===== src/rtl/rdat_pkg.sv =====
// shared types and constants for the ack tracker
package rdat_pkg;

	localparam int PEND_DEPTH   = 16;
	localparam int PIDX_W       = $clog2(PEND_DEPTH);
	localparam int RECENT_DEPTH = 32;
	localparam int RIDX_W       = $clog2(RECENT_DEPTH);
	localparam int FILL_W       = $clog2(RECENT_DEPTH + 1);
	localparam int ID_W         = 32;
	localparam int DIG_W        = 64;
	localparam int TIME_W       = 32;
	localparam int RS_W         = 8;
	localparam int TICKS_W      = 16;
	localparam int CAP_W        = 8;
	localparam int CFG_IDX_W    = 2;
	localparam int CFG_W        = 16;
	localparam int OP_W         = 3;
	localparam int KIND_W       = 3;
	localparam int IN_DATA_W    = 96;
	localparam int OUT_DATA_W   = 104;

	localparam logic [CFG_IDX_W-1:0] CFG_RESEND_TICKS = 2'd0;
	localparam logic [CFG_IDX_W-1:0] CFG_DEDUP_TICKS  = 2'd1;
	localparam logic [CFG_IDX_W-1:0] CFG_RESEND_CAP   = 2'd2;

	localparam logic [TICKS_W-1:0] RESEND_TICKS_RST = 16'd200;
	localparam logic [TICKS_W-1:0] DEDUP_TICKS_RST  = 16'd2000;
	localparam logic [CAP_W-1:0]   RESEND_CAP_RST   = 8'd40;
	localparam logic [RS_W-1:0]    RS_MAX           = 8'd255;

	typedef enum logic [OP_W-1:0] {
		OP_SEND  = 3'd0,
		OP_RECV  = 3'd1,
		OP_ACK   = 3'd2,
		OP_TICK  = 3'd3,
		OP_CLEAR = 3'd4
	} op_t;

	typedef enum logic [KIND_W-1:0] {
		K_TRACKED   = 3'd0,
		K_FULL      = 3'd1,
		K_ACK_OUT   = 3'd2,
		K_MATCHED   = 3'd3,
		K_UNMATCHED = 3'd4,
		K_RESEND    = 3'd5,
		K_CLEARED   = 3'd6
	} kind_t;

	typedef enum logic [2:0] {
		ST_IDLE,
		ST_SEND,
		ST_RX,
		ST_ACK,
		ST_TMASK,
		ST_TEMIT,
		ST_AGE,
		ST_CLEAR
	} state_t;

	typedef struct packed {
		op_t              op;
		logic [ID_W-1:0]  id;
		logic [DIG_W-1:0] dig;
	} cmd_t;

endpackage


===== src/rtl/rdat_cmd_fifo.sv =====
// two-entry command queue between the input stage and the engine
module rdat_cmd_fifo import rdat_pkg::*; (
	input  logic clk,
	input  logic arst_n,
	input  logic wr_valid,
	output logic wr_ready,
	input  cmd_t wr_cmd,
	output logic rd_valid,
	input  logic rd_ready,
	output cmd_t rd_cmd
);

	cmd_t       mem_q [2];
	logic       wp_q;
	logic       rp_q;
	logic [1:0] cnt_q;
	logic       push;
	logic       pop;

	assign wr_ready = cnt_q != 2'd2;
	assign rd_valid = cnt_q != 2'd0;
	assign rd_cmd   = mem_q[rp_q];
	assign push     = wr_valid && wr_ready;
	assign pop      = rd_valid && rd_ready;

	always_ff @(posedge clk or negedge arst_n) begin
		if (!arst_n) begin
			wp_q  <= 1'b0;
			rp_q  <= 1'b0;
			cnt_q <= 2'd0;
		end else begin
			if (push) wp_q <= !wp_q;
			if (pop) rp_q <= !rp_q;
			if (push && !pop) cnt_q <= cnt_q + 2'd1;
			else if (pop && !push) cnt_q <= cnt_q - 2'd1;
		end
	end

	always_ff @(posedge clk) begin
		if (push) mem_q[wp_q] <= wr_cmd;
	end

endmodule


===== config.mk =====
export PLATFORM = sky130hd
export DESIGN_NAME = rdat_cmd_fifo
export DESIGN_NICKNAME = d
export VERILOG_FILES = /design/src/rtl/rdat_pkg.sv /design/src/rtl/rdat_cmd_fifo.sv
export SDC_FILE = /design/constraint.sdc
export NUM_CORES = 1
export LEC_CHECK = 0
export BUFFER_PORTS_ARGS = -buffer_cell sky130_fd_sc_hd__buf_4
export CORE_ASPECT_RATIO = 2
export CORE_UTILIZATION = 50
export DETAILED_ROUTE_END_ITERATION = 8
export HOLD_SLACK_MARGIN = 0.15
export MAX_ROUTING_LAYER = met4
export PLACE_DENSITY = 0.73
export SLEW_MARGIN = 40
export SYNTH_ARGS = -nofsm -noshare
export SYNTH_HDL_FRONTEND = slang
export SYNTH_SLANG_ARGS = --single-unit

===== constraint.sdc =====
create_clock -name clk -period 6.45 [get_ports clk]
set_clock_uncertainty 0.15 [all_clocks]
set_input_delay 1.29 -clock clk [delete_from_list [all_inputs] [get_ports clk]]
set_output_delay 1.29 -clock clk [all_outputs]
set_load 0.01 [all_outputs]

==> run metrics <==
Slew Viols, Final 0; largest net degree at the start of global routing ~50; total chip power 4.56 mW; final setup TNS 0 ns; Mapped Avg Cell Area 24.0 um2; VDD IR max 0.331 mV; first-pass GRT wire length 21600 um; Core Area about 15000 um2; critical path arrival between 2 and 2.5 ns; clk buf depth 3; clk slew on worst S/H paths 0.07 ns; most common cell after layout, fill and taps aside buf_4; register bit total from synthesis about 200; number of port buffers 203; crit path launch type flip-flop; Mapped Cells 326; HPWL Detailed 10500 um; Clock Tree Root clkbuf_16; CP required 5.01 ns; CP cell instances buf_12, buf_4, mux2_4, buf_4; most frequent cells in the layout buf_4, edfxtp_1, mux2_4; share of post-route cells with drive strength above 1 about three fifths; Overall Global Routing Usage a little under a fifth; Setup-failing EPs final 0; DRC errors left 0; Yosys cell types 14; relative slew slack roughly 55%; Num CTS Buffers 18; YS warnings 0; number of setup buffers added after CTS 0; Post-Syn Area slightly below 8000 um2; status finished, final reports clean; total number of vias 3747; grt ovf 0; register area share after synthesis 77.1%; die area 16200 um2; max-cap violation count 0; Via density ~5; Starting Density 51.2%; slew of the pin with the lowest slew margin 0.675 ns; Tcrit/Tclk final 57.1%; Synth top area share 75.9%; CTS tree done; Routed Antenna Nets 0; Tmin final 3.68 ns; overall die height 179 um; synth top area cells edfxtp_1, mux2_4, buf_12, dfrtp_1, xnor2_1; Most Frequent Cell on Critical Path buf_4; Die Span X 90.5 um; Cell Rows between 60 and 70; final WL ~15000 um; Worst path slowest cell dfrtp_4; CTS sink cnt approximately 200; wire length per cell 19.7 um; Area growth, synth to finish 28.8%; CP Class reg -> out; post-synth top area cell edfxtp_1; Final GP Congestion ~0.8; vias in the first global route 4141; fmax 272 MHz; CP Capture Type output port; drt pass-1 iters 4; endpoints failing hold 0; synthesized net count 430; P_leak 4.06 nW; max incr delay on CP 0.59 ns; initial DRC count 138; final core occ 66.0%; worst hold-check path type reg -> reg; hold buffers post-CTS 0; Nets 650; worst skew pair latency 0.47 ns; initial antenna violation count 0; power per cell area roughly 450 nW/um2; I/O Pins between 200 and 250; Gates resized, CTS repair 0; RSZ-0062 raised after global routing no; H-Tree Depth 1; diodes inserted 0; crit path max fanout 25
[critical path: cells and delay by family (launching register included)]
family,cells,cell delay (ns)
flops,1,0.59
mux,1,0.34
buf+inv,3,0.82
[cell families (layout without fill, tap and decap cells)]
kind of cell / Yosys count / count (layout) / share of synthesized area, %
flops: 202 / 202 / 77.1
mux: 99 / 99 / 19.0
buf+inv: 12 / 244 / 2.75
simple gates: 7 / 7 / 0.431
xor+xnor: 5 / 5 / 0.559
fa+ha+maj: 1 / 1 / 0.160
[flip-flops by register name, summed over array words and instances, names as in the netlist]
signal and flops:
cnt_q 2, wp_q 1, rp_q 1, mem_q 198
[cell type report]
| class | instances | area (um2) |
|---|---|---|
| Multi-Input combinational cell | 112 | 1590 |
| Timing Repair Buffer | 211 | 1620 |
| Tap cell | 198 | 248 |
| Inverter | 1 | 3.75 |
| Clock inverter | 7 | 46.3 |
| Sequential cell | 202 | 6050 |
| Fill cell | 1024 | 5200 |
| Clock buffer | 25 | 538 |
[report_power, final]
| group | internal [mW] | leakage, nW | switching [mW] |
|---|---|---|---|
| clock network | 0.587 | 0.287 | 0.441 |
| registers | 1.80 | 1.88 | 0.110 |
| logic | 0.904 | 1.89 | 0.716 |
| total | 3.29 | 4.06 | 1.27 |
[synth_stat cells (all sizes together)]
cell type / instances
edfxtp: 198
mux2: 99
buf: 11
dfrtp: 4
xnor2: 3
nand2: 2
nor2: 2
xor2: 2
and3: 1
ha: 1
inv: 1
nand2b: 1
or2: 1
[per-layer routing]
layer / GRT usage, % / part of all wire, % / routed length (um)
met5: - / 0 / 0
met4: 11.8 / 6.0 / 888
met3: 4.03 / 5.5 / 824
met2: 34.8 / 58 / 8610
met1: 16.4 / 31 / 4570
[stage by stage]
| stage | hold slack, ns | cell area, um2 | std cells | setup WS, ns |
|---|---|---|---|---|
| 2_1_floorplan | 0.306 | 7840 | 326 | 0.240 |
| 3_3_place_gp | 0.325 | 9450 | 721 | 2.85 |
| 3_5_place_dp | 0.346 | 9510 | 724 | 3.25 |
| 4_1_cts | 0.364 | 10100 | 756 | 2.73 |
| 5_1_grt | 0.376 | 10100 | 756 | 2.69 |
| 6_report | 0.361 | 10100 | 756 | 2.77 |
[worst paths after layout]
path | from | endpoint | cells after the start | slack (ns)
setup / recovery | rp_q$_DFFE_PN0P_ | rd_cmd[42] | 4 | 2.77
hold / removal | cnt_q[1]$_DFFE_PN0P_ | cnt_q[1]$_DFFE_PN0P_ | 1 | 0.36
setup reg to reg | cnt_q[0]$_DFFE_PN0P_ | mem_q[0][10]$_DFFE_PP_ | 4 | 4.21
hold reg to reg | cnt_q[1]$_DFFE_PN0P_ | cnt_q[1]$_DFFE_PN0P_ | 1 | 0.36
max in group asynchronous | arst_n | rp_q$_DFFE_PN0P_ | 1 | 5.58
min in group asynchronous | arst_n | wp_q$_DFFE_PN0P_ | 1 | 0.45
No activity file was read; power rests on OpenSTA's default activity.
