**config.mk**
```make
export PLATFORM = sky130hd
export DESIGN_NAME = rdat_front
export DESIGN_NICKNAME = d
export VERILOG_FILES = /design/src/rtl/rdat_pkg.sv /design/src/rtl/rdat_front.sv
export SDC_FILE = /design/constraint.sdc
export NUM_CORES = 1
export LEC_CHECK = 0
export ABC_AREA = 1
export BUFFER_PORTS_ARGS = -buffer_cell sky130_fd_sc_hd__buf_2
export CORE_ASPECT_RATIO = 1.5
export CORE_UTILIZATION = 44
export DETAILED_ROUTE_END_ITERATION = 7
export PLACE_DENSITY = 0.95
export SLEW_MARGIN = 20
export SYNTH_ARGS = -nofsm -noshare
export SYNTH_HDL_FRONTEND = slang
export SYNTH_SLANG_ARGS = --single-unit
```
**constraint.sdc**
```tcl
create_clock -name clk -period 10.95 [get_ports clk]
set_input_delay 1.095 -clock clk [delete_from_list [all_inputs] [get_ports clk]]
set_output_delay 1.095 -clock clk [all_outputs]
set_load 0.005 [all_outputs]
```
**src/rtl/rdat_pkg.sv**
```systemverilog
// shared types and constants for the ack tracker
package rdat_pkg;

	localparam int PEND_DEPTH   = 16;
	localparam int PIDX_W       = $clog2(PEND_DEPTH);
	localparam int RECENT_DEPTH = 32;
	localparam int RIDX_W       = $clog2(RECENT_DEPTH);
	localparam int FILL_W       = $clog2(RECENT_DEPTH + 1);
	localparam int ID_W         = 32;
	localparam int DIG_W        = 64;
	localparam int TIME_W       = 32;
	localparam int RS_W         = 8;
	localparam int TICKS_W      = 16;
	localparam int CAP_W        = 8;
	localparam int CFG_IDX_W    = 2;
	localparam int CFG_W        = 16;
	localparam int OP_W         = 3;
	localparam int KIND_W       = 3;
	localparam int IN_DATA_W    = 96;
	localparam int OUT_DATA_W   = 104;

	localparam logic [CFG_IDX_W-1:0] CFG_RESEND_TICKS = 2'd0;
	localparam logic [CFG_IDX_W-1:0] CFG_DEDUP_TICKS  = 2'd1;
	localparam logic [CFG_IDX_W-1:0] CFG_RESEND_CAP   = 2'd2;

	localparam logic [TICKS_W-1:0] RESEND_TICKS_RST = 16'd200;
	localparam logic [TICKS_W-1:0] DEDUP_TICKS_RST  = 16'd2000;
	localparam logic [CAP_W-1:0]   RESEND_CAP_RST   = 8'd40;
	localparam logic [RS_W-1:0]    RS_MAX           = 8'd255;

	typedef enum logic [OP_W-1:0] {
		OP_SEND  = 3'd0,
		OP_RECV  = 3'd1,
		OP_ACK   = 3'd2,
		OP_TICK  = 3'd3,
		OP_CLEAR = 3'd4
	} op_t;

	typedef enum logic [KIND_W-1:0] {
		K_TRACKED   = 3'd0,
		K_FULL      = 3'd1,
		K_ACK_OUT   = 3'd2,
		K_MATCHED   = 3'd3,
		K_UNMATCHED = 3'd4,
		K_RESEND    = 3'd5,
		K_CLEARED   = 3'd6
	} kind_t;

	typedef enum logic [2:0] {
		ST_IDLE,
		ST_SEND,
		ST_RX,
		ST_ACK,
		ST_TMASK,
		ST_TEMIT,
		ST_AGE,
		ST_CLEAR
	} state_t;

	typedef struct packed {
		op_t              op;
		logic [ID_W-1:0]  id;
		logic [DIG_W-1:0] dig;
	} cmd_t;

endpackage

```
**src/rtl/rdat_front.sv**
```systemverilog
// input stage: accepts transactions, drops unused op codes, registers the command
module rdat_front import rdat_pkg::*; (
	input  logic                 clk,
	input  logic                 arst_n,
	input  logic                 s_tvalid,
	output logic                 s_tready,
	input  logic [IN_DATA_W-1:0] s_tdata,  // msg_id[31:0], digest[95:32]
	input  logic [OP_W-1:0]      s_tuser,  // op[2:0]
	output logic                 cmd_valid,
	output cmd_t                 cmd,
	input  logic                 cmd_ready
);

	logic vld_s1;
	cmd_t cmd_s1;
	logic op_ok;

	always_comb begin
		unique case (s_tuser)
			OP_SEND, OP_RECV, OP_ACK, OP_TICK, OP_CLEAR: op_ok = 1'b1;
			default: op_ok = 1'b0;
		endcase
	end

	assign s_tready  = !vld_s1 || cmd_ready;
	assign cmd_valid = vld_s1;
	assign cmd       = cmd_s1;

	always_ff @(posedge clk or negedge arst_n) begin
		if (!arst_n) begin
			vld_s1 <= 1'b0;
		end else if (s_tready) begin
			vld_s1 <= s_tvalid && op_ok;
		end
	end

	always_ff @(posedge clk) begin
		if (s_tvalid && s_tready && op_ok) begin
			cmd_s1.op  <= op_t'(s_tuser);
			cmd_s1.id  <= s_tdata[ID_W-1:0];
			cmd_s1.dig <= s_tdata[ID_W+DIG_W-1:ID_W];
		end
	end

endmodule

```
==> impl_metrics.csv, run 1 <==
group,metric,value,unit
power,p_seq_frac,0.626,
floorplan,die_w,69.8,um
worst_setup_path,crit_fanout,63,
worst_setup_path,crit_path_start_kind,"input port",
clock_tree,clock-root-buffer,"sky130_fd_sc_hd__clkbuf_8",
power,switching_share,0.216,
synth,yosys.area_share.adder,0,
global_route,vias_in_the_first_global_route,1933,
power,total_leakage_power,1.86,nW
status,status,"completed",
finish,layout.cells.most_common_list,"sky130_fd_sc_hd__buf_2 (203), sky130_fd_sc_hd__edfxtp_1 (99), sky130_fd_sc_hd__clkbuf_8 (10)",
finish,n_antenna_cell,0,
clock_tree,post-cts-setup-buffer-count,0,
global_route,grtUsageTotal,0.186,
clock_tree,holdBufCountCts,0,
job,max_cap_viol_count,0,
floorplan,placement_rows,36,
synth,synth-simple-area-share,0.00784,
power,power_frac_clock,0.303,
finish,finish.net_count,425,
worst_setup_path,critPathArrivalTime,2.98,ns
synth,synth_sequential_area_ratio,0.989,
timing,finClkSkew,0.0149,ns
synth,synthCells,107,
synth,combinational_family_with_the_most_area_after_synthesis,"simple AND/OR/NAND/NOR gates",
drt,number_of_design_rule_violations_left_after_detail_routing,0,
worst_setup_path,timing.critical_path.max_delay_family,"buffers and inverters",
synth,synthesis.yosys.warnings,0,
drt,route.detailed.wl_per_inst,16.5,um
timing,hold_violations,0,
timing,shortest_period_the_worst_path_allows,3.00,ns
worst_setup_path,critical-path-max-stage-delay,0.82,ns
finish,final.fill_count,442,
synth,avgSynthCellArea,28.3,um^2
floorplan,start_util,0.461,
drt,antenna_left,0,
worst_setup_path,critical-path-slowest-cell,"sky130_fd_sc_hd__nor2b_4",
clock_tree,htreeDepth,3,
clock_tree,clock_insertion_delay_worst_skew,0.36,ns
power,p_switching,155,uW
floorplan,boundaryPins,204,
drt,viasPerCell,4.64,
synth,synth_compound_area_frac,0.00165,
finish,layout_area_overhead,43.5,%
power,power_frac_comb,0.071,
timing,fmaxAchievable,334,MHz
worst_hold_path,worst_min_delay_path_class,"input port to asynchronous set/reset pin",
power,peakVddDrop,0.000124,V
clock_tree,tritoncts,"built",
place,hpwl,5.18,mm
worst_setup_path,critical_path.n_buffers_inverters,2,
drt,detail_route.first_pass.iterations,4,
drt,drt_first_iter_violations,113,
clock_tree,cts_sinks,100,
place,place.port_buffers,203,
global_route,grt_start_max_net_pins,64,
synth,synth_xor_xnor_area_share,0,
clock_tree,cts_repair_resize_count,0,
drt,num_vias,1868,
floorplan,floorplan.die.height,104,um
worst_setup_path,worst_ep_required_time,10.94,ns
place,pre_cts_ws,7.58,ns
clock_tree,cts.path.max_buffers,2,
finish,layout.core_utilization,0.661,
timing,post-route-period-util,0.274,
floorplan,coreArea,6580,um^2
global_route,initial_antenna_violation_count,0,
synth,post_synth_instance_area,3030,um^2
synth,ys_types,7,
place,gpl.final_weighted_congestion,0.742,
timing,final_setup_fails,0,
global_route,grt.overflow.total,0,
drt,postRouteWirelength,6.63,mm
timing,final-max-slew-violation-count,0,
finish,drive_gt1_frac,0.679,
worst_setup_path,cell_breakdown_of_the_critical_path,"buf_2 -> o21ai_1 -> nor2b_4 -> buf_4",
timing,maxSlewHeadroom,0.357,
finish,commonest_non_fill_non_tap_cell_in_the_layout,"sky130_fd_sc_hd__buf_2",
timing,worst_pin_slew,0.963,ns
synth,yosys-mux-area-fraction,0,
worst_setup_path,cp-end-kind,"flip-flop",
clock_tree,cts_made_buffers,9,
floorplan,floorplan.die_area,7230,um^2
timing,final_setup_slack_of_the_worst_path,7.95,ns
power,powerDensity,165,nW/um^2
synth,postSynthNetCount,210,
worst_setup_path,path_class,"input port to flip-flop",
synth,flop_and_latch_count_out_of_synthesis,100,
power,internal_power,563,uW
timing,rsz0062_at_grt,"false",
clock_tree,clk_transition_reported_paths,0.10,ns
timing,setup_tns,0,ns
global_route,first_pass_grt_wire_length,9.72,mm
[logic make-up after synthesis]
family          after synthesis
flops                       100
buf+inv                       1
compound gates                1
simple gates                  5
[Yosys cell counts, drive strengths merged]
master,n,area share
dfrtp,1,0.0083
edfxtp,99,0.98
nand2,4,0.0058
nor2b,1,0.0021
inv,1,0.0012
o21ai,1,0.0016
[worst register-to-register path, stage by stage (launching register included)]
cell and delay, ns:
sky130_fd_sc_hd__dfrtp_1 0.41, sky130_fd_sc_hd__nand2_2 0.10, sky130_fd_sc_hd__nand2_1 0.10, sky130_fd_sc_hd__nor2b_4 0.76, sky130_fd_sc_hd__buf_4 0.75
[cell type report]
cell class                 count  area [um^2]  share of cell area
sequential                   100         3000               0.689
timing repair buffer         204         1020               0.235
tap                           76         95.1              0.0219
clock buffer                  10          138              0.0317
clock inverter                 6         53.8              0.0124
inverter                       1         3.75            0.000863
multi-input combinational      6         36.3             0.00835
[power by group through the flow]
| stage | combinational (mW) | sequential [mW] | clock [mW] |
|---|---|---|---|
| 2_1_floorplan | 0.00797 | 0.465 | 0 |
| 4_1_cts | 0.0521 | 0.450 | 0.223 |
| 3_3_place_gp | 0.0498 | 0.458 | 0 |
| 3_5_place_dp | 0.0521 | 0.459 | 0 |
| 5_1_grt | 0.0557 | 0.452 | 0.238 |
| 6_report | 0.0511 | 0.450 | 0.218 |
[flip-flops by register name, indices dropped and copies added, names as in the netlist]
name,cells
cmd,99
cmd_valid,1
[metal layers]
metal | track usage | vias to the layer above | wire [um]
li1 | - | 856 | -
met3 | 0.0545 | 15 | 574
met1 | 0.188 | 866 | 2280
met4 | 0.111 | 0 | 179
met2 | 0.328 | 131 | 3600
met5 | 0 | - | 0
[final timing paths]
check,from,slack [ns],to,cells after the start
max,s_tuser[1],7.95,cmd[16],4
min,arst_n,0.49,cmd_valid,1
max reg2reg,cmd_valid,8.42,cmd[16],4
min reg2reg,cmd_valid,0.56,cmd_valid,2
max in group asynchronous,arst_n,10.38,cmd_valid,1
min in group clk,cmd_valid,0.56,cmd_valid,2
[stage by stage]
step	area [um^2]	cells	power, mW	hold WS [ns]
2_1_floorplan	3030	107	0.473	0.518
3_3_place_gp	4160	387	0.508	0.497
3_5_place_dp	4160	387	0.511	0.528
4_1_cts	4350	403	0.725	0.473
5_1_grt	4350	403	0.745	0.464
6_report	4350	403	0.719	0.489
(Power assumes the default switching activity.)
==> run 2, diff against run 1 <==
- CORE_UTILIZATION: 44 -> 41
- PLACE_DENSITY: 0.95 -> 0.91
- clock period: 10.95 -> 3.1 ns (I/O delays scaled with it)
==> impl_metrics.csv, run 2 (synthesized netlist as in run 1, its figures left out) <==
group,metric,value,unit
worst_setup_path,cell_breakdown_of_the_critical_path,"nand2_2 -> nand2_1 -> nor2b_4 -> buf_4",
global_route,grtUsageTotal,0.161,
timing,post-route-period-util,0.508,
floorplan,coreArea,7180,um^2
finish,drive_gt1_frac,0.670,
global_route,grt_start_max_net_pins,51,
power,total_leakage_power,1.87,nW
finish,final_cells,427,
place,gpl.final_weighted_congestion,0.739,
clock_tree,cts_sinks,100,
worst_setup_path,critical-path-max-stage-delay,0.50,ns
worst_setup_path,crit_path_start_kind,"flip-flop",
timing,worst_pin_slew,0.605,ns
timing,final_setup_fails,0,
place,hpwl,4.71,mm
drt,drt_first_iter_violations,90,
clock_tree,tritoncts,"built",
finish,largest_register_ffs,99,
floorplan,start_util,0.422,
worst_hold_path,worst_min_delay_path_class,"input port to flip-flop",
place,place.port_buffers,203,
timing,setup_tns,0,ns
status,status,"completed",
global_route,grt.met3_usage,0.0449,
power,power,2.51,mW
global_route,first_pass_grt_wire_length,8.81,mm
worst_setup_path,critPathLaunch,"cmd_valid",
worst_setup_path,timing.critical_path.max_delay_family,"buffers and inverters",
timing,finClkSkew,0.00437,ns
place,place_area,4190,um^2
drt,num_vias,1850,
global_route,initial_antenna_violation_count,0,
worst_setup_path,cp-end-kind,"flip-flop",
timing,hold_violations,0,
drt,postRouteWirelength,6.28,mm
finish,commonest_non_fill_non_tap_cell_in_the_layout,"sky130_fd_sc_hd__buf_2",
drt,number_of_design_rule_violations_left_after_detail_routing,0,
clock_tree,clk_transition_reported_paths,0.08,ns
clock_tree,htreeDepth,3,
floorplan,floorplan.die.height,107,um
job,max_cap_viol_count,0,
global_route,grt.met2_usage,0.285,
finish,layout_area_overhead,44.4,%
timing,maxSlewHeadroom,0.597,
clock_tree,post-cts-setup-buffer-count,0,
finish,n_antenna_cell,0,
worst_setup_path,worst_ep_required_time,3.09,ns
place,dp_cells,412,
floorplan,placement_rows,38,
floorplan,die_w,72.2,um
clock_tree,cts.path.max_buffers,2,
timing,final-max-slew-violation-count,0,
worst_setup_path,setup.worst_path.end,"cmd[34]",
power,powerDensity,574,nW/um^2
worst_setup_path,path_class,"flip-flop to flip-flop",
worst_setup_path,critical_path_cell_count,4,
worst_setup_path,r2r_cells,4,
drt,antenna_left,0,
drt,viasPerCell,4.33,
worst_setup_path,critical_path.reg2reg.startpoint,"cmd_valid",
floorplan,floorplan.die_area,7750,um^2
global_route,global_route.peak_usage_layer,"met2",
clock_tree,clock-root-buffer,"sky130_fd_sc_hd__clkbuf_8",
worst_setup_path,r2r_setup_slack,1.53,ns
power,peakVddDrop,0.000402,V
timing,shortest_period_the_worst_path_allows,1.57,ns
global_route,global_route_met1_usage,0.157,
finish,layout.core_utilization,0.609,
worst_setup_path,critPathArrivalTime,1.56,ns
finish,final_cell_area,4380,um^2
global_route,grt.overflow.total,0,
finish,layout.cells.most_common_list,"sky130_fd_sc_hd__buf_2 (203), sky130_fd_sc_hd__edfxtp_1 (99), sky130_fd_sc_hd__clkbuf_8 (9)",
global_route,vias_in_the_first_global_route,1866,
drt,route.detailed.wl_per_inst,14.7,um
clock_tree,clock_insertion_delay_worst_skew,0.35,ns
drt,detail_route.first_pass.iterations,4,
floorplan,boundaryPins,204,
clock_tree,cts_made_buffers,9,
timing,fmaxAchievable,635,MHz
worst_setup_path,r2r-end,"cmd[34]",
worst_setup_path,critical_path.n_buffers_inverters,1,
worst_setup_path,critical-path-slowest-cell,"sky130_fd_sc_hd__buf_4",
finish,finish.net_count,427,
worst_setup_path,crit_fanout,50,
timing,rsz0062_at_grt,"false",
==> run 2: power by group <==
| group | total (mW) | internal, mW | leakage [nW] | switching [mW] |
|---|---|---|---|---|
| clock | 0.743 | 0.362 | 0.0890 | 0.381 |
| combinational | 0.180 | 0.0914 | 0.839 | 0.0885 |
| sequential | 1.59 | 1.57 | 0.940 | 0.0170 |
| total | 2.51 | 2.03 | 1.87 | 0.486 |
==> run 2: routing by layer <==
layer	share of wire	vias up
met2	0.57	105
met3	0.064	17
li1	-	856
met1	0.33	872
met5	0	-
met4	0.035	0
==> run 2: metrics by stage <==
step | hold slack (ns) | setup slack [ns]
finish | 0.127 | 1.53
global route | 0.102 | 1.41
CTS | 0.104 | 1.52
detailed placement | 0.0881 | 1.44
global placement | 0.0868 | 1.51
floorplan | 0.0144 | 0.640
==> run 2: area by class of cell <==
type                            count  area, um^2
Inverter                            1        3.75
Clock inverter                      3        40.0
Fill cell                         562        2800
Timing Repair Buffer              206        1040
Multi-Input combinational cell      6        36.3
Clock buffer                       11         131
Tap cell                          100         125
Sequential cell                   100        3000
==> run 2: worst min path at each step <==
stage	startpoint	endpoint	slack, ns	cells past startpoint
floorplan	arst_n	cmd_valid	0.01	0
global placement	arst_n	cmd_valid	0.09	1
detailed placement	arst_n	cmd_valid	0.09	1
CTS	s_tdata[26]	cmd[90]	0.10	1
global route	s_tdata[68]	cmd[36]	0.10	1
finish	s_tdata[42]	cmd[10]	0.13	1
==> run 2: worst reg2reg max path, stage by stage, from the launching register on <==
cell and delay (ns):
sky130_fd_sc_hd__dfrtp_1 0.40, sky130_fd_sc_hd__nand2_2 0.09, sky130_fd_sc_hd__nand2_1 0.08, sky130_fd_sc_hd__nor2b_4 0.12
sky130_fd_sc_hd__buf_4 0.50
==> run 2: repair_timing <==
action,CTS,global route
hold buffers,1,0
gates resized for setup,0,0
endpoints found under the setup margin,0,0
endpoints found under the hold margin,1,0
